**src/rtl/pfba_pkg.sv**
```systemverilog
`default_nettype none

package pfba_pkg;

	// Operation codes carried on the op input.
	typedef enum logic [1:0] {
		OP_SET   = 2'd0,
		OP_CLEAR = 2'd1,
		OP_TEST  = 2'd2,
		OP_FIND  = 2'd3
	} op_t;

	// Controller states.
	typedef enum logic [1:0] {
		ST_WIPE = 2'd0,
		ST_IDLE = 2'd1,
		ST_RMW  = 2'd2,
		ST_FIND = 2'd3
	} state_t;

	localparam int unsigned WORD_BITS = 32;
	localparam int unsigned BIT_IDX_W = 5;
	localparam int unsigned PAGE_OUT_W = 15;
	localparam int unsigned CFG_W = 16;
	localparam logic [CFG_W-1:0] PAGES_RESET = 16'd32768;

	// Outcome of checking one bitmap word during a search.
	typedef struct packed {
		logic                  has_free;
		logic                  in_limit;
		logic [PAGE_OUT_W-1:0] page;
	} scan_t;

endpackage

`default_nettype wire

```
**src/rtl/pfba_scan.sv**
```systemverilog
`default_nettype none

module pfba_scan
	import pfba_pkg::*;
#(
	parameter int WA = 10,
	parameter int LW = 17
) (
	input  wire logic [WORD_BITS-1:0] word,
	input  wire logic [WA-1:0]        word_idx,
	input  wire logic [LW-1:0]        limit,
	output scan_t                     result
);

	logic [BIT_IDX_W-1:0] low_zero;
	logic [LW-1:0]        page_full;

	// Lowest clear bit of the word; the highest index is tried first so the
	// lowest one wins.
	always_comb begin
		low_zero = '0;
		for (int i = WORD_BITS - 1; i >= 0; i--) begin
			if (!word[i]) begin
				low_zero = BIT_IDX_W'(i);
			end
		end
	end

	assign page_full = LW'({word_idx, low_zero});

	always_comb begin
		result.has_free = (word != '1);
		result.in_limit = (page_full < limit);
		result.page     = page_full[PAGE_OUT_W-1:0];
	end

endmodule

`default_nettype wire

```
**config.mk**
```make
export PLATFORM = sky130hd
export DESIGN_NAME = pfba_scan
export DESIGN_NICKNAME = d
export VERILOG_FILES = /design/src/rtl/pfba_pkg.sv /design/src/rtl/pfba_scan.sv
export SDC_FILE = /design/constraint.sdc
export NUM_CORES = 1
export LEC_CHECK = 0
export BUFFER_PORTS_ARGS = -buffer_cell sky130_fd_sc_hd__clkbuf_2
export CAP_MARGIN = 0
export CELL_PAD_IN_SITES_DETAIL_PLACEMENT = 1
export CELL_PAD_IN_SITES_GLOBAL_PLACEMENT = 1
export CORE_AREA = 2 2 62 64
export DETAILED_ROUTE_END_ITERATION = 7
export DIE_AREA = 0 0 64 66
export GPL_TIMING_DRIVEN = 0
export PLACE_DENSITY = 0.83
export SYNTH_ARGS = -nofsm -noshare
export SYNTH_HDL_FRONTEND = slang
export SYNTH_SLANG_ARGS = --single-unit
```
**constraint.sdc**
```tcl
create_clock -name vclk -period 3.8
set_input_delay 0.76 -clock vclk [all_inputs]
set_output_delay 0.76 -clock vclk [all_outputs]
set_load 0.01 [all_outputs]
```
[After elaboration in Yosys (flattened, before gate mapping)]
Index checks and enable logic that the tools add are counted.
Storage, ports and cells
  bits in registers: 0
  input port bits: 59
  output and inout bits: 17
  logic and storage cells: 34
Operators by class
  $lt $le $gt $ge: 1
  equality and inequality tests: 1
  multiplexer cells: 32
Operators with widths (number)
  two-way mux 5 bit: 32
  != test 32 bit, second input constant: 1
  < comparator 15 x 17 -> 1 bit: 1

[Longest topological paths before layout]
Gate-level depths: netlist of the first run.
  word-level depth: 33
  gate-level depth with buffers: 11
  depth with buffers taken out: 11

[Least setup slack after synthesis of the first run]
Ideal clock, no wire load.
  kind: input-to-output
  start: in word[1]
  end: out result[15] (netlist bit)
  data arrival time: 2690 ps
  slack: 350 ps
  cell stages on the path: 9
  buffers on the path: 0
  cell sequence: nand4_1 > or3_1 > nor3b_1 > ha_1 > o21ai_0 > o211ai_1 > nand3_1 > a211oi_1 > a2111oi_2
RTL lines
  from (decl): line pfba_scan.sv:9  | input wire logic [WORD_BITS-1:0] word,
  to (decl): line pfba_scan.sv:12  | output scan_t result

==> results.md, run 1 <==
- The flow ran to the end, and the final reports show no timing, DRC or antenna violations.
- After routing the design area is 1350 µm².
- The detailed router finished its first iteration with 21 violations.
- In this run the core area contains 22 standard-cell rows.
- The floorplan step defined a die boundary enclosing 4220 µm².
- Registers take 0 µm².
- The largest fanout on the critical path is 4.
- The starting density of the core is 24.1%.
- In the layout the commonest cells are sky130_fd_sc_hd__clkbuf_2 (76), sky130_fd_sc_hd__inv_1 (19), sky130_fd_sc_hd__nand2_1 (16).
- The post-synth net total is 204.
- The power share of the combinational group is 100.0%.
- At the pin with the least slew margin, the transition time is 0.482 ns.
- The number of antenna diodes in the final layout is 0.
- 76 I/O pins were placed.
- The die is 64 µm wide.
- The normalized max-slew margin is 67.0%.
- Global routing used 13.4% of the available tracks across all layers.
- The endpoint type of the worst setup path is an output port.
- The synthesized netlist devotes 0% of its cell area to XOR and XNOR gates.
- Across the run, the number of max-cap violations was 0.
- Counting the fill cells in the layout gives 500.
- The stage delay of the slowest cell on the critical path is 0.29 ns.
- The first detailed-routing pass took 2 iterations.
- STA puts the critical path data arrival time at 2.88 ns.
- Yosys attributes the largest share of cell area to sky130_fd_sc_hd__ha_1 (20%), sky130_fd_sc_hd__buf_4 (8.8%), sky130_fd_sc_hd__inv_1 (8.3%).
- The startpoint identified for the worst hold timing path is word_idx[7].
- The mux share of post-synthesis cell area is 0%.
- The count of input and output buffers is 76.
- Sequential elements use 0% of the synthesized area.
- The routed design has 2910 µm of wire.
- The synthesized design devotes to its leading area cell type 20.4% of total area.
- The share of layout cells above drive strength 1 is 47.8%.
- The worst supply voltage drop on vdd is 0.0309 mV.
- Among cell families on the critical path, the largest total delay comes from compound AO/OA/AOI/OAI gates.
- For this design the ratio of total power to cell area is 85.1 nW/µm².
- The area share of fa/ha/maj cells after synthesis is 20.4%.
- The count of mapped cells out of synthesis is 131.
- After clock tree synthesis, the flow added hold-fix buffers numbering 0.
- By area, the combinational part of the netlist is dominated by simple AND/OR/NAND/NOR gates.
- The number of global-route vias before repair is 1239.
- In the final routed layout, each cell accounts on average for 11.3 µm.
- Counting I/O delays and the setup requirement, the final critical path takes 3.64 ns.
- Yosys mapped the design onto 34 distinct sky130hd cell types.
- The share of the synthesized area in compound gates (AO/OA/AOI/OAI) is 24.8%.
- The switching power share of the total is 50.4%.
- The total of clock buffers placed in the layout is 0.
- The required time of the critical path is 3.04 ns.
- Measured along the y axis, the die boundary spans 66 µm.
- Summed over all instances, the cell type with the most area after synthesis is sky130_fd_sc_hd__ha_1.
- The internal portion of the total power is 56.9 µW.
- The mean area per synthesized cell is 6.54 µm².
- The count of flip-flops and latches is 0.
- The most frequent standard cell in the layout excluding fill and tap cells is sky130_fd_sc_hd__clkbuf_2.
- The placeable core region is 3550 µm².
- The remaining number of nets flagged by the antenna check after routing is 0.
- The count of pins over their slew limit is 0.
- The final layout net count is 284.
- The largest net degree at the start of global routing is 6.
- The number of vias in the routed layout is 1243.
- After detailed routing, the number of remaining DRC violations is 0.
- For this design, the slowest cell found on the critical path is sky130_fd_sc_hd__a2111oi_2.
- The worst hold path class is in2out.
- The critical path is of the in2out type.
- The final count of negative-setup-slack endpoints is 0.
- The final estimated routing congestion in global placement is 0.737.
- The via-per-instance ratio is 4.84.
- The buffers plus inverters on the worst setup path is 2.
- After layout, the worst path uses 95.7% of the clock period.
- The total placed instance area is 1300 µm².
- Of the total power, the clock network draws 0%.
- The post-detailed-placement half-perimeter wirelength is 2740 µm.
- The number of antenna violations at the first check in global routing was 0.
- The synthesized netlist devotes 37.7% of its cell area to simple gates.
- The leakage power total is 0.731 nW.
- The worst setup path is launched from an input pin.
- The final count of hold timing violations is 0.
- Relative to the synthesized area, the layout overhead comes to 57.2%.
- Traced cell by cell, the critical path runs through clkbuf_2 -> nand2_1 -> a31oi_1 -> o211ai_1 -> a311oi_2 -> o22ai_2 -> ha_1 -> a211oi_1 -> o211ai_1 -> nand3_1 -> a211oi_2 -> a2111oi_2 -> clkbuf_2.
- The first element of the critical path is word[27].
- Sequential cells burn 0% of the power.
- The leftover overflow at the end of global routing is 0.
- The cell area after synthesis is 857 µm².
- The wire length of the first global-routing pass is 4830 µm.
- The analysis attributes to net switching a power of 57.8 µW.
- The total power is 115 µW.
- Static timing analysis puts the maximum clock frequency at 275 MHz.
- The total number of yosys warnings is 0.
[cell usage after synthesis, drive strengths merged, types with 2 or more instances]
library cell	number
a311oi	2
ha	14
nor3	3
a31oi	3
a21boi	2
nand4	9
or4	2
a21oi	4
inv	19
nand2b	2
nand2	16
o211ai	2
or3	2
nand3	5
nor2b	4
nor4	2
nor2	9
buf	10
o21ai	7
a211oi	5
a2111oi	2
[tightest hold or removal path, stage by stage]
cell and delay, ns:
sky130_fd_sc_hd__clkbuf_2 0.09, sky130_fd_sc_hd__buf_4 0.09, sky130_fd_sc_hd__clkbuf_2 0.11
[stage by stage]
step           utilization [%]  hold WS [ns]  TNS [ns]  std cells  worst slack, ns
5_1_grt                   37.9          1.83   -0.0246        257          -0.0246
4_1_cts                   36.5          1.82         0        255           0.0213
6_report                  37.9          1.81         0        257            0.162
3_5_place_dp              36.5          1.82         0        255           0.0286
3_3_place_gp              36.5          1.81         0        255           0.0612
2_1_floorplan                -          1.61         0        131            0.350
[cells by family (layout without fill, tap and decap cells)]
logic type	after synthesis	count (layout)
adder cells (fa/ha/maj)	14	14
AND/OR/NAND/NOR	58	58
buffers and inverters	29	107
AO/OA/AOI/OAI	30	30
[layout make-up]
type | count | area [µm²] | share of cell area (%)
multi-input cells | 102 | 746 | 55.3
repair buffers | 78 | 395 | 29.3
plain buffers | 10 | 75.1 | 5.57
inverters | 19 | 71.3 | 5.29
well taps | 48 | 60.1 | 4.46
[power by group through the flow]
| stage | registers, mW | clock network, mW | logic, mW |
|---|---|---|---|
| 2_1_floorplan | 0 | 0 | 0.0545 |
| 3_3_place_gp | 0 | 0 | 0.110 |
| 3_5_place_dp | 0 | 0 | 0.113 |
| 4_1_cts | 0 | 0 | 0.114 |
| 5_1_grt | 0 | 0 | 0.131 |
| 6_report | 0 | 0 | 0.115 |
[what timing repair did]
action / 4_1_cts / 5_1_grt
resized for setup: 0 / 7
setup endpoints to repair: 0 / 1
buffers inserted: 0 / 2
[layer usage]
metal / vias up / part of all wire (%) / GRT usage [%]
met1: 570 / 41 / 15.2
li1: 631 / - / -
met2: 42 / 54 / 27.6
met5: - / 0 / 0
met3: 0 / 5.3 / 0.511
met4: 0 / 0 / 1.63
[worst paths after layout]
kind / end / depth (start not counted)
worst max-delay path: result[15] / 13
worst min-delay path: result[12] / 3
Note: power is estimated with default switching activity, not from simulation.
==> inputs of run 2 (changes only) <==
--- a/config.mk
+++ b/config.mk
@@ -9,9 +9,9 @@
 export CAP_MARGIN = 0
 export CELL_PAD_IN_SITES_DETAIL_PLACEMENT = 1
 export CELL_PAD_IN_SITES_GLOBAL_PLACEMENT = 1
-export CORE_AREA = 2 2 62 64
+export CORE_AREA = 2 2 59 67
 export DETAILED_ROUTE_END_ITERATION = 7
-export DIE_AREA = 0 0 64 66
+export DIE_AREA = 0 0 61 69
 export GPL_TIMING_DRIVEN = 0
 export PLACE_DENSITY = 0.83
 export SYNTH_ARGS = -nofsm -noshare
==> constraint.sdc (replaced) <==
create_clock -name vclk -period 3.35
set_input_delay 0.67 -clock vclk [all_inputs]
set_output_delay 0.67 -clock vclk [all_outputs]
set_load 0.01 [all_outputs]
==> results.md, run 2 (synthesized netlist as in run 1, its figures left out) <==
- The number of iterations in the first detailed-routing pass came to 4 (+2).
- The number of antenna violations at the first check in global routing is 0 (unchanged).
- The antenna cell count came to 0 (unchanged).
- The setup path with the least slack is of type in2out.
- The worst setup path is launched from an input pin.
- The placeable core region is 3540 µm² (-0.32%).
- The portion of total power attributed to the clock network was 0% (unchanged).
- The final cell count without fillers is 260 (+1.2%).
- The count of pins over their slew limit is 0 (unchanged).
- The leftover overflow at the end of global routing is 0 (unchanged).
- The total wire length after detailed routing is 2990 µm (+2.8%).
- The run finished with clean final reports.
- The number of DRC violations after detailed routing is 0 (unchanged).
- The required time of the critical path was 2.68 ns (-0.36 ns).
- Based on the critical path, the design can be clocked at up to 299 MHz.
- The count of flip-flops and latches is 0 (unchanged).
- The first-iteration detailed-routing DRC count was 24 (+14%).
- The leakage power total is 0.762 nW (+4.2%).
- The starting density of the core is 24.2% (+0.077 points).
- The final estimated routing congestion in global placement is 0.742 (+0.71%).
- In the layout the commonest cells are sky130_fd_sc_hd__clkbuf_2 (71), sky130_fd_sc_hd__inv_1 (19), sky130_fd_sc_hd__nand2_1 (14), sky130_fd_sc_hd__buf_4 (14), sky130_fd_sc_hd__ha_1 (13).
- The total net switching power is 68.5 µW (+19%).
- The share of power burned in registers was 0% (unchanged).
- In the finished design, the share of the clock period the worst path needs comes to 99.7%.
- The pin slew with the least headroom to its limit is 0.570 ns (+0.0877 ns).
- The total of clock buffers placed in the layout is 0 (unchanged).
- The data arrival time of the worst path is 2.67 ns (-0.21 ns).
- The number of vias in the routed layout is 1233 (-0.80%).
- The horizontal die dimension is 61 µm (-4.7%).
- The internal portion of total power is 70.1 µW (+23%).
- The normalized max-slew margin was 61.1% (-6.0 points).
- The clock period minus final worst setup slack is 3.34 ns.
- The final count of hold timing violations is 0 (unchanged).
- The ratio of total power to cell area is 97.3 nW/µm² (+14%).
- The aggregate global-route resource usage came to 13.1% (-0.26 points).
- The largest net degree at the start of global routing was 6 (unchanged).
- STA classifies the critical path endpoint as an output port.
- The remaining number of nets flagged by the antenna check after routing is 0 (unchanged).
- The number of global-route vias before repair is 1253 (+1.1%).
- The count of input and output buffers came to 76 (unchanged).
- The via-per-instance ratio is 4.74 (-1.9%).
- The area overhead of the layout relative to synthesis is 66.1%.
- The worst supply voltage drop on vdd is 0.0315 mV (+1.9%).
- The number of max-cap violations was 0 (unchanged).
- The final count of negative-setup-slack endpoints is 0 (unchanged).
- The row count was 23 (+4.5%).
- The total of fill cells in the finished design is 489 (-2.2%).
- The area occupied by multi-input gates was 791 µm² (+6.0%).
- The share of layout cells above drive strength 1 came to 51.0% (+3.1 points).
- The largest fanout on the critical path is 3 (-1).
- The area of the die is 4210 µm² (-0.36%).
- The total power is 139 µW (+21%).
- The wire length of the first global-routing pass is 4610 µm (-4.6%).
- The boundary pin count is 76 (unchanged).
- The final layout net count was 285 (+0.35%).
- The count of placed standard cells including taps was 257 (+0.78%).
- The worst hold path class is in2out.
- The power share of the combinational group is 100.0% (about the same).
- The most frequent standard cell in the layout excluding fill and tap cells is sky130_fd_sc_hd__clkbuf_2.
- The area used by sequential logic in the layout came to 0 µm² (unchanged).
- The routed wirelength normalized by instance count was 11.5 µm (+1.6%).
- The post-detailed-placement half-perimeter wirelength is 2670 µm (-2.7%).
- The switching power share of the total is 49.4% (-0.95 points).
- The height of the die was 69 µm (+4.5%).
- Setup repair after global routing could not meet its margin everywhere.
## run 2: cell types whose count changed in the layout (fill, tap and decap cells not counted), sizes merged
cell	change
buf	+6
clkbuf	-5
## run 2: power by group through the flow
stage / Combinational, mW / Clock [mW] / Sequential, mW
global placement: 0.125 / 0 / 0
floorplan: 0.0618 / 0 / 0
CTS: 0.135 / 0 / 0
global route: 0.156 / 0 / 0
finish: 0.139 / 0 / 0
detailed placement: 0.128 / 0 / 0
## run 2: timing repair
action                     in CTS  in global routing
setup buffers                   2                  1
resized for setup              13                 14
pin swaps                       7                 10
hold buffers                    0                  0
setup endpoints to repair       1                  1
## run 2: per-layer routing
metal | wire [µm] | GRT usage [%]
met1 | 1140 | 13.7
met2 | 1680 | 27.5
met3 | 154 | 0.375
met4 | 14 | 1.21
met5 | 0 | 0
## run 2: worst paths after layout
path | endpoint | start | cells past startpoint | slack (ns)
setup / recovery | result[15] | word[28] | 12 | 0.01
hold / removal | result[6] | word_idx[1] | 3 | 1.64
## run 2: through the flow
stage               utilization, %  hold slack [ns]  area, µm²  TNS [ns]  worst slack, ns
floorplan                        -             1.43        857         0           0.0801
global placement              36.7             1.63       1300    -0.197           -0.197
detailed placement            36.7             1.64       1300    -0.253           -0.253
CTS                           38.8             1.64       1380   -0.0499          -0.0499
global route                  40.2             1.65       1420    -0.132           -0.132
finish                        40.2             1.64       1420         0          0.00992
## run 2: critical path: stages
cell and delay, ns:
sky130_fd_sc_hd__clkbuf_2 0.11, sky130_fd_sc_hd__nand4_1 0.13, sky130_fd_sc_hd__or3_4 0.36, sky130_fd_sc_hd__nor3_4 0.18
sky130_fd_sc_hd__nor3b_4 0.07, sky130_fd_sc_hd__ha_1 0.29, sky130_fd_sc_hd__o21ai_0 0.08, sky130_fd_sc_hd__o211ai_1 0.19
sky130_fd_sc_hd__nand3_1 0.13, sky130_fd_sc_hd__a211oi_2 0.23, sky130_fd_sc_hd__a2111oi_2 0.05, sky130_fd_sc_hd__buf_2 0.17
## run 2: cell type report
type / instances / share of cell area [%]
inverter: 19 / 5.01
tap: 50 / 4.39
buffer: 10 / 5.27
multi-input combinational: 102 / 55.5
timing repair buffer: 79 / 29.8
==> inputs of run 3 (changes only) <==
--- a/config.mk
+++ b/config.mk
@@ -5,15 +5,16 @@
 export SDC_FILE = /design/constraint.sdc
 export NUM_CORES = 1
 export LEC_CHECK = 0
+export ABC_AREA = 1
 export BUFFER_PORTS_ARGS = -buffer_cell sky130_fd_sc_hd__clkbuf_2
 export CAP_MARGIN = 0
 export CELL_PAD_IN_SITES_DETAIL_PLACEMENT = 1
 export CELL_PAD_IN_SITES_GLOBAL_PLACEMENT = 1
-export CORE_AREA = 2 2 59 67
+export CORE_AREA = 2 2 60 68
 export DETAILED_ROUTE_END_ITERATION = 7
-export DIE_AREA = 0 0 61 69
+export DIE_AREA = 0 0 62 70
 export GPL_TIMING_DRIVEN = 0
-export PLACE_DENSITY = 0.83
+export PLACE_DENSITY = 0.81
 export SYNTH_ARGS = -nofsm -noshare
 export SYNTH_HDL_FRONTEND = slang
 export SYNTH_SLANG_ARGS = --single-unit
==> results.md, run 3 <==
- The total number of yosys warnings was 0 (unchanged).
- The area growth from synthesis to layout is 67.0%.
- The maximum frequency from static timing analysis is 280 MHz (-6.6%).
- The count of placed standard cells including taps is 275 (+7.0%).
- The leftover overflow at the end of global routing is 0 (unchanged).
- The portion of the clock cycle consumed by the worst path in the final layout is 107% (+7.0 points).
- The number of max-cap violations is 0 (unchanged).
- The total of clock buffers placed in the layout is 0 (unchanged).
- The cell count along the critical path came to 22 (+10).
- Among the stages of the critical path, the cell type that occurs most often is sky130_fd_sc_hd__nor2_1.
- The final count of hold timing violations is 0 (unchanged).
- The post-placement setup slack came to -0.322 ns (-0.0692 ns).
- The horizontal die dimension came to 62 µm (+1.6%).
- The count of flip-flops and latches is 0 (unchanged).
- Setup repair after global routing could not meet its margin everywhere.
- The final setup TNS is -0.225 ns (-0.225 ns).
- The starting density of the core was 20.7% (-3.5 points).
- The ratio of total power to cell area is 100 nW/µm² (+2.9%).
- The flow ran to the end, but the final reports show violations.
- In this run the worst setup path begins at word[28].
- The number of antenna violations at the first check in global routing was 0 (unchanged).
- The via-per-instance ratio is 4.34 (-8.4%).
- The final non-filler cell area is 1300 µm² (-8.9%).
- The post-synth net total is 220 (+7.8%).
- The height of the die is 70 µm (+1.4%).
- The wire length of the first global-routing pass is 4220 µm (-8.5%).
- The utilization after layout was 34.6% (-5.7 points).
- The stage delay of the slowest cell on the critical path came to 0.19 ns (-0.17 ns).
- The critical path is of the in2out type.
- The count of input and output buffers is 76 (unchanged).
- The number of DRC violations after detailed routing is 0 (unchanged).
- The row count is 24 (+4.3%).
- STA classifies the critical path endpoint as an output port.
- The antenna cell count is 0 (unchanged).
- The library cell used most frequently in the layout, excluding fill and tap cells, is sky130_fd_sc_hd__clkbuf_2.
- The boundary pin count is 76 (unchanged).
- The number of global-route vias before repair is 1186 (-5.3%).
- The worst supply voltage drop on vdd is 0.0217 mV (-31%).
- The total power was 130 µW (-6.2%).
- The data arrival time of the worst path is 2.90 ns (+0.23 ns).
- The slowest stage cell on the critical path is sky130_fd_sc_hd__ha_2.
- The final worst hold slack is 1.63 ns (-0.00328 ns).
- The final count of negative-setup-slack endpoints was 1 (+1).
- The count of hold-fix buffers inserted at cts is 0 (unchanged).
- The final estimated routing congestion in global placement is 0.748 (+0.78%).
- The first-iteration detailed-routing DRC count came to 12 (-50%).
- The final layout net count is 299 (+4.9%).
- The leakage power total was 0.796 nW (+4.5%).
- The pin slew with the least headroom to its limit is 0.345 ns (-0.225 ns).
- The worst hold path class is in2out.
- The total wire length after detailed routing came to 2560 µm (-14%).
- Ranked by instance count, the synthesized netlist is headed by sky130_fd_sc_hd__nand2_1 (55), sky130_fd_sc_hd__inv_1 (22), sky130_fd_sc_hd__nor2_1 (18).
- Walking the worst path, the cells encountered are clkbuf_2 -> nand3_2 -> nand3_2 -> a31oi_1 -> nor2_1 -> nor2_1 -> nor2_1 -> nor2_1 -> nor2_1 -> nor2_1 -> nor2_1 -> o21bai_1 -> a31oi_2 -> ha_2 -> a21oi_2 -> nor2_1 -> a211oi_1 -> o221ai_1 -> nand2_1 -> o221ai_2 -> a21oi_2 -> buf_2.
- The placeable core region is 3750 µm² (+6.0%).
- The cell family contributing the most delay on the critical path is compound AO/OA/AOI/OAI gates.
- The endpoint of the worst setup timing path is result[15].
- The normalized max-slew margin is 76.7% (+16 points).
- The aggregate global-route resource usage was 11.4% (-1.7 points).
- The distinct cell type count of the synthesized netlist came to 16 (-53%).
- The remaining number of nets flagged by the antenna check after routing was 0 (unchanged).
- The number of vias in the routed layout came to 1199 (-2.8%).
- The top cell types in the final layout, fill and taps aside, are sky130_fd_sc_hd__clkbuf_2 (72), sky130_fd_sc_hd__nand2_1 (52), sky130_fd_sc_hd__inv_1 (20).
- The count of pins over their slew limit is 0 (unchanged).
- The most frequent cell after synthesis is sky130_fd_sc_hd__nand2_1.
- The final worst setup slack is -0.225 ns (-0.235 ns).
- In the post-synthesis netlist, the biggest area contributors are sky130_fd_sc_hd__nand2_1 (27%), sky130_fd_sc_hd__ha_1 (23%), sky130_fd_sc_hd__inv_1 (11%).
- The sequential-to-total area share from yosys stat is 0% (unchanged).
- The final reports fail on negative setup slack.
- The buffers plus inverters on the worst setup path is 2 (unchanged).
- The routed wirelength normalized by instance count is 9.27 µm (-19%).
- The count of mapped cells out of synthesis is 147 (+12%).
- The total placed instance area is 1220 µm² (-6.0%).
- The largest net degree at the start of global routing is 4 (-2).
- The mean area per synthesized cell is 5.29 µm² (-19%).
- The area used by sequential logic in the layout came to 0 µm² (unchanged).
- The post-detailed-placement half-perimeter wirelength was 2470 µm (-7.5%).
- The area fraction of the dominant cell type after synthesis is 26.6% (+6.1 points).
- The kind of launch point of the worst setup path is an input pin.
- The number of iterations in the first detailed-routing pass is 3 (-1).
- The cell area after synthesis is 777 µm² (-9.3%).
- The required time of the critical path is 2.68 ns (about the same).
- The share of layout cells above drive strength 1 is 44.2% (-6.8 points).
- The clock period minus final worst setup slack is 3.57 ns (+0.235 ns).
- The area of the die is 4340 µm² (+3.1%).
- The largest fanout on the critical path is 3 (unchanged).
- Summed over all instances, the cell type with the most area after synthesis is sky130_fd_sc_hd__nand2_1.
- The final cell count without fillers is 276 (+6.2%).
-- run 3: cell type report --
cell class,count,area [µm²]
plain buffers,10,75.1
fillers,547,2460
inverters,22,82.6
multi-input cells,115,661
well taps,52,65.1
repair buffers,77,414
-- run 3: kinds of logic (layout without fill, tap and decap cells) --
family / Yosys count / count (layout) / share of synthesized area, %
and+or+nand+nor: 85 / 85 / 44.1
buffers and inverters: 32 / 109 / 20.3
AOI/OAI and AO/OA: 16 / 16 / 13.0
adders and majority gates: 14 / 14 / 22.5
-- run 3: layer usage --
layer  track usage [%]  wire, µm
met1              11.8       954
met2              24.2      1380
met3             0.556       220
met4                 0         0
met5                 0         0
-- run 3: power by group --
group          total (mW)  internal, mW  switching, mW
sequential              0             0              0
combinational       0.130        0.0678         0.0622
clock                   0             0              0
total               0.130        0.0678         0.0622
-- run 3: repair_timing --
action / CTS / global route
setup endpoints to repair: 1 / 2
pin swaps: 0 / 21
resized for setup: 3 / 19
buffers inserted: 0 / 1
-- run 3: how the worst min path moves through the flow --
stage,start,endpoint,slack [ns],cells after the start
after floorplan,word_idx[5],result[10],1.43,1
final,word_idx[3],result[8],1.63,3
after CTS,word_idx[1],result[6],1.64,3
after global routing,word_idx[7],result[12],1.66,3
after detailed placement,word_idx[1],result[6],1.64,3
after global placement,word_idx[1],result[6],1.63,3
